[config.mk]
export PLATFORM = sky130hd
export DESIGN_NAME = http_chunked_body_decoder_unit
export DESIGN_NICKNAME = d
export VERILOG_FILES = /design/src/hw/rtl/hcbd_pkg.sv /design/src/hw/rtl/hcbd_front.sv /design/src/hw/rtl/hcbd_queue.sv /design/src/hw/rtl/hcbd_back.sv /design/src/hw/rtl/http_chunked_body_decoder_unit.sv
export SDC_FILE = /design/constraint.sdc
export NUM_CORES = 1
export LEC_CHECK = 0
export ABC_AREA = 1
export BUFFER_PORTS_ARGS = -buffer_cell sky130_fd_sc_hd__buf_2
export CAP_MARGIN = 20
export CORE_MARGIN = 8
export CORE_UTILIZATION = 67
export DETAILED_ROUTE_END_ITERATION = 10
export GPL_ROUTABILITY_DRIVEN = 1
export PLACE_DENSITY = 0.85
export SKIP_LAST_GASP = 1
export SLEW_MARGIN = 10
export SYNTH_ARGS = -nofsm -noshare
export SYNTH_HDL_FRONTEND = slang
export SYNTH_SLANG_ARGS = --single-unit
[constraint.sdc]
create_clock -name i_clk -period 4.8 [get_ports i_clk]
set_clock_uncertainty 0.05 [all_clocks]
set_input_delay 0.48 -clock i_clk [delete_from_list [all_inputs] [get_ports i_clk]]
set_output_delay 0.48 -clock i_clk [all_outputs]
set_load 0.005 [all_outputs]
[src/hw/rtl/hcbd_pkg.sv]
package hcbd_pkg;

    localparam int DEF_MAX_SIZE_DIGITS = 8;
    localparam int DEF_QUEUE_DEPTH     = 4;

    localparam logic [7:0] CH_LF   = 8'h0A;
    localparam logic [7:0] CH_CR   = 8'h0D;
    localparam logic [7:0] CH_SP   = 8'h20;
    localparam logic [7:0] CH_TAB  = 8'h09;
    localparam logic [7:0] CH_VT   = 8'h0B;
    localparam logic [7:0] CH_FF   = 8'h0C;
    localparam logic [7:0] CH_SEMI = 8'h3B;

    typedef enum logic [2:0] {
        ST_RUN     = 3'd0,
        ST_DONE    = 3'd1,
        ST_BADSIZE = 3'd2,
        ST_NOTERM  = 3'd3,
        ST_SHORT   = 3'd4
    } t_status;

    typedef enum logic [10:0] {
        PH_LEAD          = 11'b000_0000_0001,
        PH_DIGITS        = 11'b000_0000_0010,
        PH_TRAILWS       = 11'b000_0000_0100,
        PH_EXT           = 11'b000_0000_1000,
        PH_DATA          = 11'b000_0001_0000,
        PH_TERM          = 11'b000_0010_0000,
        PH_TERM_CR       = 11'b000_0100_0000,
        PH_ZERO_FIRST    = 11'b000_1000_0000,
        PH_ZERO_FIRST_CR = 11'b001_0000_0000,
        PH_ZERO_SCAN     = 11'b010_0000_0000,
        PH_ZERO_LF       = 11'b100_0000_0000
    } t_phase;

    // Trailer search progress after a zero-size chunk line
    typedef enum logic [1:0] {
        TM_NONE   = 2'd0,
        TM_CR     = 2'd1,
        TM_CRLF   = 2'd2,
        TM_CRLFCR = 2'd3
    } t_trail;

    // One classified byte as it travels from front to back
    typedef struct packed {
        logic [7:0] data;
        logic       last;
        logic       is_lf;
        logic       is_cr;
        logic       is_space;
        logic       is_semi;
        logic       is_hex;
        logic [3:0] hex_val;
    } t_item;

endpackage

[src/hw/rtl/hcbd_front.sv]
module hcbd_front
    import hcbd_pkg::*;
(
    input  logic       i_valid,
    input  logic [7:0] i_data_byte,
    input  logic       i_is_last,
    input  logic       i_full,
    output logic       o_stall,
    output logic       o_push,
    output t_item      o_item
);

    logic [7:0] w_b;

    assign w_b     = i_data_byte;
    assign o_stall = i_full;
    assign o_push  = i_valid && !i_full;

    always_comb begin
        o_item          = '0;
        o_item.data     = w_b;
        o_item.last     = i_is_last;
        o_item.is_lf    = (w_b == CH_LF);
        o_item.is_cr    = (w_b == CH_CR);
        o_item.is_space = (w_b == CH_SP) || (w_b == CH_TAB) || (w_b == CH_VT) ||
                          (w_b == CH_FF) || (w_b == CH_CR);
        o_item.is_semi  = (w_b == CH_SEMI);
        if (w_b inside {[8'h30:8'h39]}) begin
            o_item.is_hex  = 1'b1;
            o_item.hex_val = w_b[3:0];
        end else if (w_b inside {[8'h41:8'h46], [8'h61:8'h66]}) begin
            // 'A'..'F' and 'a'..'f' share the low nibble 1..6
            o_item.is_hex  = 1'b1;
            o_item.hex_val = w_b[3:0] + 4'd9;
        end
    end

endmodule

[src/hw/rtl/hcbd_queue.sv]
module hcbd_queue
    import hcbd_pkg::*;
#(
    parameter int DEPTH = DEF_QUEUE_DEPTH
) (
    input  logic  i_clk,
    input  logic  i_rst_n,
    input  logic  i_push,
    input  t_item i_item,
    input  logic  i_pop,
    output logic  o_full,
    output logic  o_nempty,
    output t_item o_item
);

    localparam int PTR_W = (DEPTH > 1) ? $clog2(DEPTH) : 1;
    localparam int CNT_W = $clog2(DEPTH + 1);
    localparam logic [CNT_W-1:0] FULL_CNT = CNT_W'(DEPTH);
    localparam logic [PTR_W-1:0] LAST_PTR = PTR_W'(DEPTH - 1);

    t_item            r_mem [DEPTH];
    logic [PTR_W-1:0] r_wr_ptr, r_rd_ptr;
    logic [CNT_W-1:0] r_count, n_count;
    logic             w_pop;

    assign o_full   = (r_count == FULL_CNT);
    assign o_nempty = (r_count != '0);
    assign o_item   = r_mem[r_rd_ptr];
    assign w_pop    = i_pop && o_nempty;

    always_comb begin
        n_count = r_count;
        if (i_push && !w_pop) begin
            n_count = r_count + 1'b1;
        end else if (!i_push && w_pop) begin
            n_count = r_count - 1'b1;
        end
    end

    always_ff @(posedge i_clk) begin
        if (!i_rst_n) begin
            r_wr_ptr <= '0;
            r_rd_ptr <= '0;
            r_count  <= '0;
        end else begin
            r_count <= n_count;
            if (i_push) begin
                r_wr_ptr <= (r_wr_ptr == LAST_PTR) ? '0 : r_wr_ptr + 1'b1;
            end
            if (w_pop) begin
                r_rd_ptr <= (r_rd_ptr == LAST_PTR) ? '0 : r_rd_ptr + 1'b1;
            end
        end
    end

    always_ff @(posedge i_clk) begin
        if (i_push) begin
            r_mem[r_wr_ptr] <= i_item;
        end
    end

endmodule

[src/hw/rtl/hcbd_back.sv]
module hcbd_back
    import hcbd_pkg::*;
#(
    parameter int MAX_SIZE_DIGITS = DEF_MAX_SIZE_DIGITS
) (
    input  logic       i_clk,
    input  logic       i_rst_n,
    input  logic       i_nempty,
    input  t_item      i_item,
    output logic       o_pop,
    input  logic       i_stall,
    output logic       o_valid,
    output logic [7:0] o_out_byte,
    output logic       o_out_valid,
    output logic [2:0] o_status
);

    localparam int CNT_W = $clog2(MAX_SIZE_DIGITS + 1);
    localparam logic [CNT_W-1:0] MAX_CNT = CNT_W'(MAX_SIZE_DIGITS);

    t_phase           r_phase, n_phase;
    t_status          r_sticky, n_sticky;
    t_trail           r_tm, n_tm;
    logic [31:0]      r_acc, n_acc;
    logic [31:0]      r_rem, n_rem;
    logic [CNT_W-1:0] r_cnt, n_cnt;
    logic             r_bad, n_bad;

    logic             r_valid;
    logic [7:0]       r_out_byte, n_out_byte;
    logic             r_out_valid, n_out_valid;
    t_status          r_status, n_status;

    logic             w_take;
    logic             w_lf_done;

    assign w_take      = i_nempty && (!r_valid || !i_stall);
    assign o_pop       = w_take;
    assign o_valid     = r_valid;
    assign o_out_byte  = r_out_byte;
    assign o_out_valid = r_out_valid;
    assign o_status    = r_status;

    assign w_lf_done = (r_phase == PH_ZERO_LF) || (r_tm == TM_CRLF) || (r_tm == TM_CRLFCR);

    always_comb begin
        n_phase     = r_phase;
        n_sticky    = r_sticky;
        n_tm        = r_tm;
        n_acc       = r_acc;
        n_rem       = r_rem;
        n_cnt       = r_cnt;
        n_bad       = r_bad;
        n_out_byte  = 8'h00;
        n_out_valid = 1'b0;

        if (r_sticky == ST_RUN) begin
            case (r_phase)
                PH_LEAD, PH_DIGITS, PH_TRAILWS, PH_EXT: begin
                    if (i_item.is_lf) begin
                        if (r_bad || r_cnt == '0) begin
                            n_sticky = ST_BADSIZE;
                        end else if (r_acc == '0) begin
                            n_phase = PH_ZERO_FIRST;
                        end else begin
                            n_rem   = r_acc;
                            n_phase = PH_DATA;
                        end
                        n_acc = '0;
                        n_cnt = '0;
                        n_bad = 1'b0;
                    end else if (r_phase == PH_EXT) begin
                        n_phase = PH_EXT;
                    end else if (i_item.is_semi) begin
                        n_phase = PH_EXT;
                    end else if (i_item.is_space) begin
                        if (r_phase == PH_DIGITS) begin
                            n_phase = PH_TRAILWS;
                        end
                    end else if (!i_item.is_hex || r_phase == PH_TRAILWS) begin
                        n_bad = 1'b1;
                    end else begin
                        n_phase = PH_DIGITS;
                        // A value above 0x0FFFFFFF cannot take one more digit
                        if (r_cnt >= MAX_CNT || (|r_acc[31:28])) begin
                            n_bad = 1'b1;
                        end else begin
                            n_acc = {r_acc[27:0], i_item.hex_val};
                            n_cnt = r_cnt + 1'b1;
                        end
                    end
                end
                PH_DATA: begin
                    n_out_valid = 1'b1;
                    n_out_byte  = i_item.data;
                    if (r_rem != '0) begin
                        n_rem = r_rem - 32'd1;
                    end
                    if (r_rem <= 32'd1) begin
                        n_phase = PH_TERM;
                    end
                end
                PH_TERM: begin
                    if (i_item.is_lf) begin
                        n_phase = PH_LEAD;
                    end else if (i_item.is_cr && !i_item.last) begin
                        n_phase = PH_TERM_CR;
                    end else begin
                        n_sticky = ST_NOTERM;
                    end
                end
                PH_TERM_CR: begin
                    if (i_item.is_lf) begin
                        n_phase = PH_LEAD;
                    end else begin
                        n_sticky = ST_NOTERM;
                    end
                end
                PH_ZERO_FIRST: begin
                    if (i_item.is_lf) begin
                        n_sticky = ST_DONE;
                    end else if (i_item.is_cr) begin
                        n_phase = PH_ZERO_FIRST_CR;
                    end else begin
                        n_tm    = TM_NONE;
                        n_phase = PH_ZERO_SCAN;
                    end
                end
                PH_ZERO_FIRST_CR: begin
                    if (i_item.is_lf) begin
                        n_sticky = ST_DONE;
                    end else begin
                        n_tm    = i_item.is_cr ? TM_CR : TM_NONE;
                        n_phase = PH_ZERO_SCAN;
                    end
                end
                PH_ZERO_SCAN, PH_ZERO_LF: begin
                    if (i_item.is_lf) begin
                        if (w_lf_done) begin
                            n_sticky = ST_DONE;
                        end else if (r_tm == TM_CR) begin
                            n_tm    = TM_CRLF;
                            n_phase = PH_ZERO_SCAN;
                        end else begin
                            n_tm    = TM_NONE;
                            n_phase = PH_ZERO_LF;
                        end
                    end else begin
                        if (i_item.is_cr) begin
                            n_tm = (r_phase == PH_ZERO_SCAN && r_tm == TM_CRLF) ?
                                   TM_CRLFCR : TM_CR;
                        end else begin
                            n_tm = TM_NONE;
                        end
                        n_phase = PH_ZERO_SCAN;
                    end
                end
                default: begin
                    n_phase = PH_LEAD;
                end
            endcase
        end

        n_status = n_sticky;
        if (i_item.last) begin
            if (n_sticky == ST_RUN) begin
                n_status = ST_SHORT;
            end
            // Re-arm for the next body
            n_phase  = PH_LEAD;
            n_sticky = ST_RUN;
            n_tm     = TM_NONE;
            n_acc    = '0;
            n_rem    = '0;
            n_cnt    = '0;
            n_bad    = 1'b0;
        end
    end

    always_ff @(posedge i_clk) begin
        if (!i_rst_n) begin
            r_phase  <= PH_LEAD;
            r_sticky <= ST_RUN;
            r_tm     <= TM_NONE;
            r_acc    <= '0;
            r_rem    <= '0;
            r_cnt    <= '0;
            r_bad    <= 1'b0;
            r_valid  <= 1'b0;
        end else begin
            if (w_take) begin
                r_phase  <= n_phase;
                r_sticky <= n_sticky;
                r_tm     <= n_tm;
                r_acc    <= n_acc;
                r_rem    <= n_rem;
                r_cnt    <= n_cnt;
                r_bad    <= n_bad;
                r_valid  <= 1'b1;
            end else if (!i_stall) begin
                r_valid <= 1'b0;
            end
        end
    end

    // Hold the result register until the transaction completes
    always_ff @(posedge i_clk) begin
        if (w_take) begin
            r_out_byte  <= n_out_byte;
            r_out_valid <= n_out_valid;
            r_status    <= n_status;
        end
    end

endmodule

[src/hw/rtl/http_chunked_body_decoder_unit.sv]
// Channel | Valid   | Stall   | Payload
// --------+---------+---------+--------------------------------------------
// in      | i_valid | o_stall | i_data_byte[7:0], i_is_last
// out     | o_valid | i_stall | o_out_byte[7:0], o_out_valid, o_status[2:0]
//
// One byte per cycle sustained while the out channel does not stall; a byte is
// written into the queue at the accepting edge and then taken by the decode step
// into the result register, from which its result is valid.
// The rate is set by the decode step in the back part.
// i_rst_n is synchronous and returns the decoder to the start of a body.
// o_stall rises only when the QUEUE_DEPTH-entry queue is full, so up to
// QUEUE_DEPTH + 1 bytes are still taken while the out channel is stalled.
module http_chunked_body_decoder_unit
    import hcbd_pkg::*;
#(
    parameter int MAX_SIZE_DIGITS = DEF_MAX_SIZE_DIGITS,
    parameter int QUEUE_DEPTH     = DEF_QUEUE_DEPTH
) (
    input  logic       i_clk,
    input  logic       i_rst_n,
    input  logic       i_valid,
    output logic       o_stall,
    input  logic [7:0] i_data_byte,
    input  logic       i_is_last,
    output logic       o_valid,
    input  logic       i_stall,
    output logic [7:0] o_out_byte,
    output logic       o_out_valid,
    output logic [2:0] o_status
);

    t_item w_front_item;
    t_item w_queue_item;
    logic  w_push;
    logic  w_pop;
    logic  w_full;
    logic  w_nempty;

    hcbd_front u_front (
        .i_valid     (i_valid),
        .i_data_byte (i_data_byte),
        .i_is_last   (i_is_last),
        .i_full      (w_full),
        .o_stall     (o_stall),
        .o_push      (w_push),
        .o_item      (w_front_item)
    );

    hcbd_queue #(
        .DEPTH (QUEUE_DEPTH)
    ) u_queue (
        .i_clk    (i_clk),
        .i_rst_n  (i_rst_n),
        .i_push   (w_push),
        .i_item   (w_front_item),
        .i_pop    (w_pop),
        .o_full   (w_full),
        .o_nempty (w_nempty),
        .o_item   (w_queue_item)
    );

    hcbd_back #(
        .MAX_SIZE_DIGITS (MAX_SIZE_DIGITS)
    ) u_back (
        .i_clk       (i_clk),
        .i_rst_n     (i_rst_n),
        .i_nempty    (w_nempty),
        .i_item      (w_queue_item),
        .o_pop       (w_pop),
        .i_stall     (i_stall),
        .o_valid     (o_valid),
        .o_out_byte  (o_out_byte),
        .o_out_valid (o_out_valid),
        .o_status    (o_status)
    );

    // Payload only while the body is still open (or cut short on its last byte)
    a_payload_status: assert property (@(posedge i_clk) disable iff (!i_rst_n)
        (o_valid && o_out_valid) |-> (o_status == ST_RUN || o_status == ST_SHORT))
        else $error("payload byte with a decided status");

    a_idle_byte_zero: assert property (@(posedge i_clk) disable iff (!i_rst_n)
        (o_valid && !o_out_valid) |-> (o_out_byte == 8'h00))
        else $error("non-payload result carries a byte");

    a_reset_empty: assert property (@(posedge i_clk)
        !i_rst_n |=> (!o_valid && !o_stall))
        else $error("result or stall present after reset");

    a_queue_pop: assert property (@(posedge i_clk) disable iff (!i_rst_n)
        w_pop |-> w_nempty)
        else $error("back part took from an empty queue");

endmodule
* Word level (Yosys, flattened, before mapping) *
Memory sizes are Yosys's and may differ from the RTL's. A register that Yosys moved wholly into a read port is not among the register bits.
Index checks and enable logic that the tools add are counted.

storage, ports and cells
  register bits after elaboration = 105
  memory bits (writable) = 72
  input port bits = 13
  output and inout port bits = 14
  memories = 1

operators by class
  add/sub/neg operators = 7
  $lt $le $gt $ge = 8
  equal/unequal tests = 44
  multiplexer cells = 93
  reductions and logical operators = 50

memories
  name           depth  width  read ports  clocked after memory_dff  write ports  line              source
  u_queue.r_mem  4      18     1           1                         1            hcbd_queue.sv:21  t_item r_mem [DEPTH];

operator list
  cell                     number
  $mux W32                 15
  $mux W11                 18
  $pmux W11 S7             1
  $pmux W32 S2             1
  $mux W3                  14
  $eq A8 B4 Y1 const B     5
  $mux W4                  9
  $le A32 B1 Y1 const B    1
  $logic_not A32 Y1        1
  $reduce_bool A32 Y1      1
  $sub A32 B1 Y32 const B  1
  $mux W2                  14
  $ne A3 B1 Y1 const B     9
  $reduce_and A7 Y1        3
  $eq A8 B6 Y1 const B     2
  $ge A8 B7 Y1 const B     2
  $le A8 B7 Y1 const B     2
  $mux W1                  15
  $ne A3 B2 Y1 const B     5
  $pmux W3 S5              1
  $eq A11 B1 Y1 const B    1
  $eq A11 B10 Y1 const B   1
  $eq A11 B11 Y1 const B   1
  $eq A11 B2 Y1 const B    1
  40 further kinds         78

* Longest topological paths before layout *
Gate-level depths: netlist of run 1.

  word-level depth = 11
  depth in mapped cells = 15
  gate-level depth less buffers = 14

* Modules after synthesis *
Synthesis of run 1 repeated with hierarchy kept, for this count alone.

second synthesis, totals
  cells, all modules = 1346
  area, all modules = 10017.1 sq um

modules (own cells, without submodules)
  module      instances  cells an instance  area each (sq um)  sequential area each (sq um)
  hcbd_back   1          1039               6428.7             2082.0
  hcbd_queue  1          238                3186.8             2342.2
  hcbd_front  1          69                 401.6              0.0

* Worst setup path before layout of run 1 *
Ideal clock, no wire load.

  path type = input to register
  start point = input port i_stall
  end point = register u_queue.r_count[1]
  setup time = 0.120 ns
  arrival = 1.932 ns
  setup slack = 2.698 ns
  cell stages on the path = 9
  buffers on the path = 0
  cell sequence = nand2_1 > inv_1 > a31oi_4 > inv_2 > ha_1 > inv_1 > fa_1 > o21ai_0 > a21oi_1

on the way
  word-level cells in the longest chain between the ends = 7

RTL lines
  item                    line                                  source
  start, declared         http_chunked_body_decoder_unit.sv:26  input logic i_stall,
  $logic_not A1 Y1        hcbd_back.sv:37                       assign w_take = i_nempty && (!r_valid || !i_stall);
  $logic_or A1 B1 Y1      hcbd_back.sv:37
  $logic_and A1 B1 Y1     hcbd_back.sv:37
  net u_back.o_pop        hcbd_back.sv:10                       output logic o_pop,
  $logic_and A1 B1 Y1     hcbd_queue.sv:29                      assign w_pop = i_pop && o_nempty;
  $logic_not A1 Y1        hcbd_queue.sv:33                      if (i_push && !w_pop) begin
  $logic_and A1 B1 Y1     hcbd_queue.sv:33
  $mux W3                 hcbd_queue.sv:33
  net u_queue.n_count[1]  hcbd_queue.sv:23                      logic [CNT_W-1:0] r_count, n_count;
  end signal, assigned    hcbd_queue.sv:46                      r_count <= n_count;
  end, declared           hcbd_queue.sv:23

The timed path passes the listed nets, and every way through them passes these cells.
A chain may end at the register's enable or synchronous reset.

==> metrics, run 1 <==
outcome complete, no violations; final core occ 75.0%; ranking of synthesized cells by area edfxtp_1, dfxtp_1, nand2_1; Crit path buffers/inverters 3; compound-gate portion of the synthesized area 12.2%; CP Capture Type register; drt pass-1 iters 6; vias in the first global route 7,447; CTS tree yes; Power Dens Cells 619 mW/mm2; synthesized area per cell 7.80 um2; post-route ant nets 0; global-route wire length before repair 36,400 um; Starting Density 68.9%; NumNets Final 1,216; #FFs+latches synth 179; count leader, synth nand2_1; Tmin final 3.27 ns; Yosys top cell by area edfxtp_1; port bufs 26; Reg power frac 33.1%; Congestion Overflow GR 0; post-synth top area share 27.5%; Hold Crit Class in2reg; GRT Overall Usage 25.5%; Worst path max stage delay 0.49 ns; CTS Sinks 179; Logic pwr share 43.5%; Commonest cells post-synth nand2_1, nor2_1, dfxtp_1; Worst Path Arrival 3.56 ns; initial antenna violation count 0; RSZ-0062 raised after global routing no; I/O pin cnt 27; peak supply drop 0.477 mV; portion of netlist area occupied by mux cells 0%; routed via count 8,147; Synth Cell Area 0.00916 mm2; postcts setup bufs 0; Clock Latency Late Sink 0.45 ns; max cap viols 0; Tcrit/Tclk final 68.1%; Slew headroom 48.5%; core area 0.0133 mm2; Avg Vias per Cell 5.92; drc violations 0; TritonCTS Buffers 17; distinct cell type count of the synthesized netlist 47; Pint 3.40 mW; sequential fraction of the synthesis area 48.3%; share of cells above drive strength 1 10.8%; worst-path fanout max 45; critical path, cell by cell buf_4 -> nand2_1 -> nand3_2 -> nand2_4 -> nand2_2 -> inv_2 -> nand2_1 -> nand3_2 -> nor2_8 -> inv_2 -> o21ai_1 -> nor2_1; Adder-Cell Fraction of Synth Area 2.27%; H-tree depth 4; Syn Inst Count 1,174; Slew Limit Fails 0; post-DP HPWL 14,300 um; Synth warnings 0; net switching power 2.77 mW; PostCTS Resize Cnt 0; Mapped Nets 1,203; setup TNS 0 ns; largest net degree at the start of global routing 51; actual slew at the worst max-slew pin 0.773 ns; switch share 44.9%; Setup CP Type reg2reg; row count 42; main combinational cell family by area after synthesis simple AND/OR/NAND/NOR gates; final-report hold violation count 0; Detailed Route WL 22,500 um; gpl congestion 0.892; worst endpoint required time 5.09 ns; clock root buffer clkbuf_16; # diodes 0; Post-synth ARST share 0%; Startpoint Class register; die area 0.0177 mm2; final setup vio count 0; top_reg_cell synth dfxtp_1; slowest CP cell nor2_8; die width 133 um; Die Y-Extent 133 um; 1st-iter DRT viols 893; clock-pin slew on the worst setup and hold paths 0.08 ns; FMAX 0.306 GHz; Simple-Gate Fraction of Synth Area 29.8%; Routed WL per cell 16.4 um; Pleak 4.11 nW; delay-heaviest family, CP simple AND/OR/NAND/NOR gates; CTS Buffer Depth 2; Syn-to-layout area delta 8.89%; Hold-fix buffers, CTS 0; xor-xnor portion of the synthesized cell area 0.956%; Clock Power Share 23.4%; EDFF count, synth 84
flip-flops by register name (all words and copies together), names as in the netlist, 2 cells and up, named ones only:
name               flops
u_queue.r_mem         72
u_back.r_rem          32
u_back.o_status        3
u_back.r_acc          32
u_queue.r_rd_ptr       2
u_queue.r_wr_ptr       2
u_back.r_tm            2
u_back.r_phase        11
u_queue.r_count        3
u_back.o_out_byte      8
u_back.r_cnt           4
u_back.r_sticky        3
metrics by stage:
stage	setup slack, ns	power (mW)	std cells	hold slack, ns	instance area (um2)
floorplan	2.70	4.13	1174	0.383	9160
global placement	1.77	4.58	1344	0.403	9350
detailed placement	1.65	4.66	1344	0.407	9350
CTS	1.58	6.11	1376	0.215	9970
global route	1.27	6.54	1376	0.217	9970
finish	1.53	6.17	1376	0.215	9970
per-layer routing:
| metal | track usage, % | vias up | wire (um) |
|---|---|---|---|
| met5 | 0 | - | 0 |
| met4 | 11.6 | 0 | 515 |
| met3 | 5.83 | 52 | 1890 |
| met2 | 41.6 | 413 | 10700 |
| met1 | 31.6 | 3766 | 9390 |
| li1 | - | 3916 | - |
path summary, 6_finish.rpt:
path | cells past startpoint | endpoint | slack, ns | start
setup / recovery | 12 | u_back.r_rem[18] | 1.53 | register
hold / removal | 1 | u_queue.r_mem[1][9] | 0.22 | i_is_last
setup reg to reg | 12 | u_back.r_rem[18] | 1.53 | register
hold reg to reg | 2 | u_back.r_bad | 0.42 | u_back.r_bad
cells in the final DEF (no fill, tap or decap), drive strengths merged, types with 7 or more instances in the layout:
cell	n
xor2	7
a21oi	81
clkbuf	17
buf	37
inv	99
edfxtp	84
nand2	274
dfxtp	95
o21ai	102
nand4	12
ha	15
nor3	16
nand3	76
nor2	234
o211ai	8
kinds of logic after synthesis:
kind of cell	after synthesis
simple gates	626
compound gates	208
flops	179
buf+inv	135
fa+ha+maj	16
xor+xnor	10
power by group through the flow:
stage / registers, mW / clock network, mW / logic (mW)
global route: 2.07 / 1.52 / 2.96
global placement: 2.06 / 0 / 2.52
detailed placement: 2.07 / 0 / 2.59
CTS: 2.04 / 1.45 / 2.63
finish: 2.04 / 1.44 / 2.68
floorplan: 2.04 / 0 / 2.10
cell type report:
class,count,area (um2)
multi-input cells,860,4150
repair buffers,37,213
clock buffers,17,425
fillers,954,3320
inverters,92,348
well taps,176,220
flip-flops and latches,179,4420
clock inverters,15,199
Note: power is estimated with default switching activity, not from simulation.
==> run 2, diff against run 1 <==
--- a/config.mk
+++ b/config.mk
@@ -9,10 +9,10 @@
 export BUFFER_PORTS_ARGS = -buffer_cell sky130_fd_sc_hd__buf_2
 export CAP_MARGIN = 20
 export CORE_MARGIN = 8
-export CORE_UTILIZATION = 67
+export CORE_UTILIZATION = 57
 export DETAILED_ROUTE_END_ITERATION = 10
 export GPL_ROUTABILITY_DRIVEN = 1
-export PLACE_DENSITY = 0.85
+export PLACE_DENSITY = 0.77
 export SKIP_LAST_GASP = 1
 export SLEW_MARGIN = 10
 export SYNTH_ARGS = -nofsm -noshare
==> constraint.sdc (replaced) <==
create_clock -name i_clk -period 3 [get_ports i_clk]
set_clock_uncertainty 0.05 [all_clocks]
set_input_delay 0.3 -clock i_clk [delete_from_list [all_inputs] [get_ports i_clk]]
set_output_delay 0.3 -clock i_clk [all_outputs]
set_load 0.005 [all_outputs]
==> run 2 against run 1 <==
Sequential power grew 60%. Setup slack worse by 1.2 ns. Via count is 2.9% lower. Count of clock-buffer cells in the layout stayed put. Critical path depth up 1. Wire length decreased by 3.3%. Non-clock buffer count increased by 6. Maximum frequency increased by 23%. Largest power group unchanged. Total power grew 60%. Clock power increased by 61%.
==> metrics, run 2 (synthesis results as in run 1) <==
Crit path buffers/inverters 4; peak supply drop 0.535 mV; die area 0.0204 mm2; postcts setup bufs 0; global-route wire length before repair 35,700 um; Hold Crit Class in2reg; actual slew at the worst max-slew pin 0.587 ns; clock-pin slew on the worst setup and hold paths 0.08 ns; Worst Path Arrival 2.96 ns; worst slack at placement 0.430 ns; Tmin final 2.66 ns; outcome complete, no violations; Reg-to-Reg End u_back.r_acc[7]; worst endpoint required time 3.30 ns; NumNets Final 1,222; Setup crit end u_back.r_acc[7]; final-report hold violation count 0; slowest CP cell dfxtp_1; RSZ-0062 raised after global routing no; clock root buffer clkbuf_16; Avg Vias per Cell 5.56; largest net degree at the start of global routing 52; CP Capture Type register; Worst Slack Setup Final 0.342 ns; core area 0.0158 mm2; Tcrit/Tclk final 88.6%; max FFs per register 72; port bufs 26; H-tree depth 4; Pleak 4.14 nW; I/O pin cnt 27; Worst path max stage delay 0.53 ns; CTS tree yes; Top cell by count, worst path inv_2; Clock Latency Late Sink 0.45 ns; drt pass-1 iters 6; Starting Density 58.1%; setup TNS 0 ns; Syn-to-layout area delta 9.99%; FF-to-FF path depth 13; vias in the first global route 7,453; largest registers u_queue.r_mem: 72 flops, u_back.r_acc: 32 flops, u_back.r_rem: 32 flops; die width 143 um; # diodes 0; Setup CP Type reg2reg; Detailed Route WL 21,800 um; drc violations 0; CTS Sinks 179; Congestion Overflow GR 0; Power Dens Cells 979 mW/mm2; commonest non-fill, non-tap cell in the layout nand2_1; Largest Register u_queue.r_mem; CTS Buffer Depth 2; routed via count 7,908; final setup vio count 0; Startpoint Class register; max cap viols 0; GRT Overall Usage 22.0%; post-route ant nets 0; 1st-iter DRT viols 804; critical path, cell by cell inv_4 -> nand2_1 -> nand3_2 -> nand2_4 -> nand2_2 -> inv_2 -> nand2_1 -> nand3_2 -> inv_2 -> nand2_4 -> inv_2 -> o21ai_0 -> nor2_1; FMAX 0.376 GHz; Slew Limit Fails 0; Die Y-Extent 143 um; worst-path fanout max 37; initial antenna violation count 0; share of cells above drive strength 1 11.2%; PostCTS Resize Cnt 0; most frequent cells in the layout nand2_1, nor2_1, dfxtp_1, edfxtp_1; Hold-fix buffers, CTS 0; delay-heaviest family, CP simple AND/OR/NAND/NOR gates; post-DP HPWL 14,200 um; flop-to-flop setup slack 0.34 ns; TritonCTS Buffers 17; row count 46; gpl congestion 0.884; Slew headroom 60.9%; Crit path depth 13; Routed WL per cell 15.3 um
## run 2: report_power, final
part           internal, mW  total [mW]  switching (mW)
registers              3.00        3.27           0.273
logic                  1.27        4.27            2.99
clock network          1.16        2.32            1.16
## run 2: worst min-delay path by stage
stage / startpoint / endpoint / cells after the start
after CTS: i_is_last / u_queue.r_mem[3][9] / 1
final: i_is_last / u_queue.r_mem[3][9] / 1
after global routing: i_is_last / u_queue.r_mem[2][9] / 1
after detailed placement: u_back.r_sticky[2] / u_back.r_sticky[2] / 2
after floorplan: i_data_byte[0] / u_queue.r_mem[0][10] / 0
after global placement: u_back.r_bad / u_back.r_bad / 2
## run 2: metrics by stage
| step | hold WS, ns | util, % | power, mW | cells | instance area, um2 |
|---|---|---|---|---|---|
| after detailed placement | 0.403 | 59.9 | 7.49 | 1390 | 9450 |
| after floorplan | 0.349 | - | 6.61 | 1174 | 9160 |
| after CTS | 0.00297 | 63.9 | 9.83 | 1422 | 10100 |
| after global routing | 0.00486 | 63.9 | 10.5 | 1422 | 10100 |
| final | 0.0201 | 63.9 | 9.86 | 1422 | 10100 |
| after global placement | 0.395 | 59.9 | 7.40 | 1390 | 9450 |
## run 2: final cells by class
type / count / area (um2)
Multi-Input combinational cell: 860 / 4150
Clock inverter: 15 / 204
Timing Repair Buffer: 43 / 258
Tap cell: 216 / 270
Fill cell: 1390 / 5700
Inverter: 92 / 348
Sequential cell: 179 / 4420
Clock buffer: 17 / 425
## run 2: routing by layer
metal | track usage, % | vias up | part of all wire [%]
li1 | - | 3915 | -
met1 | 26.2 | 3665 | 44
met3 | 4.64 | 46 | 5.5
met5 | 0 | - | 0
met2 | 37.5 | 282 | 49
met4 | 9.62 | 0 | 2.1
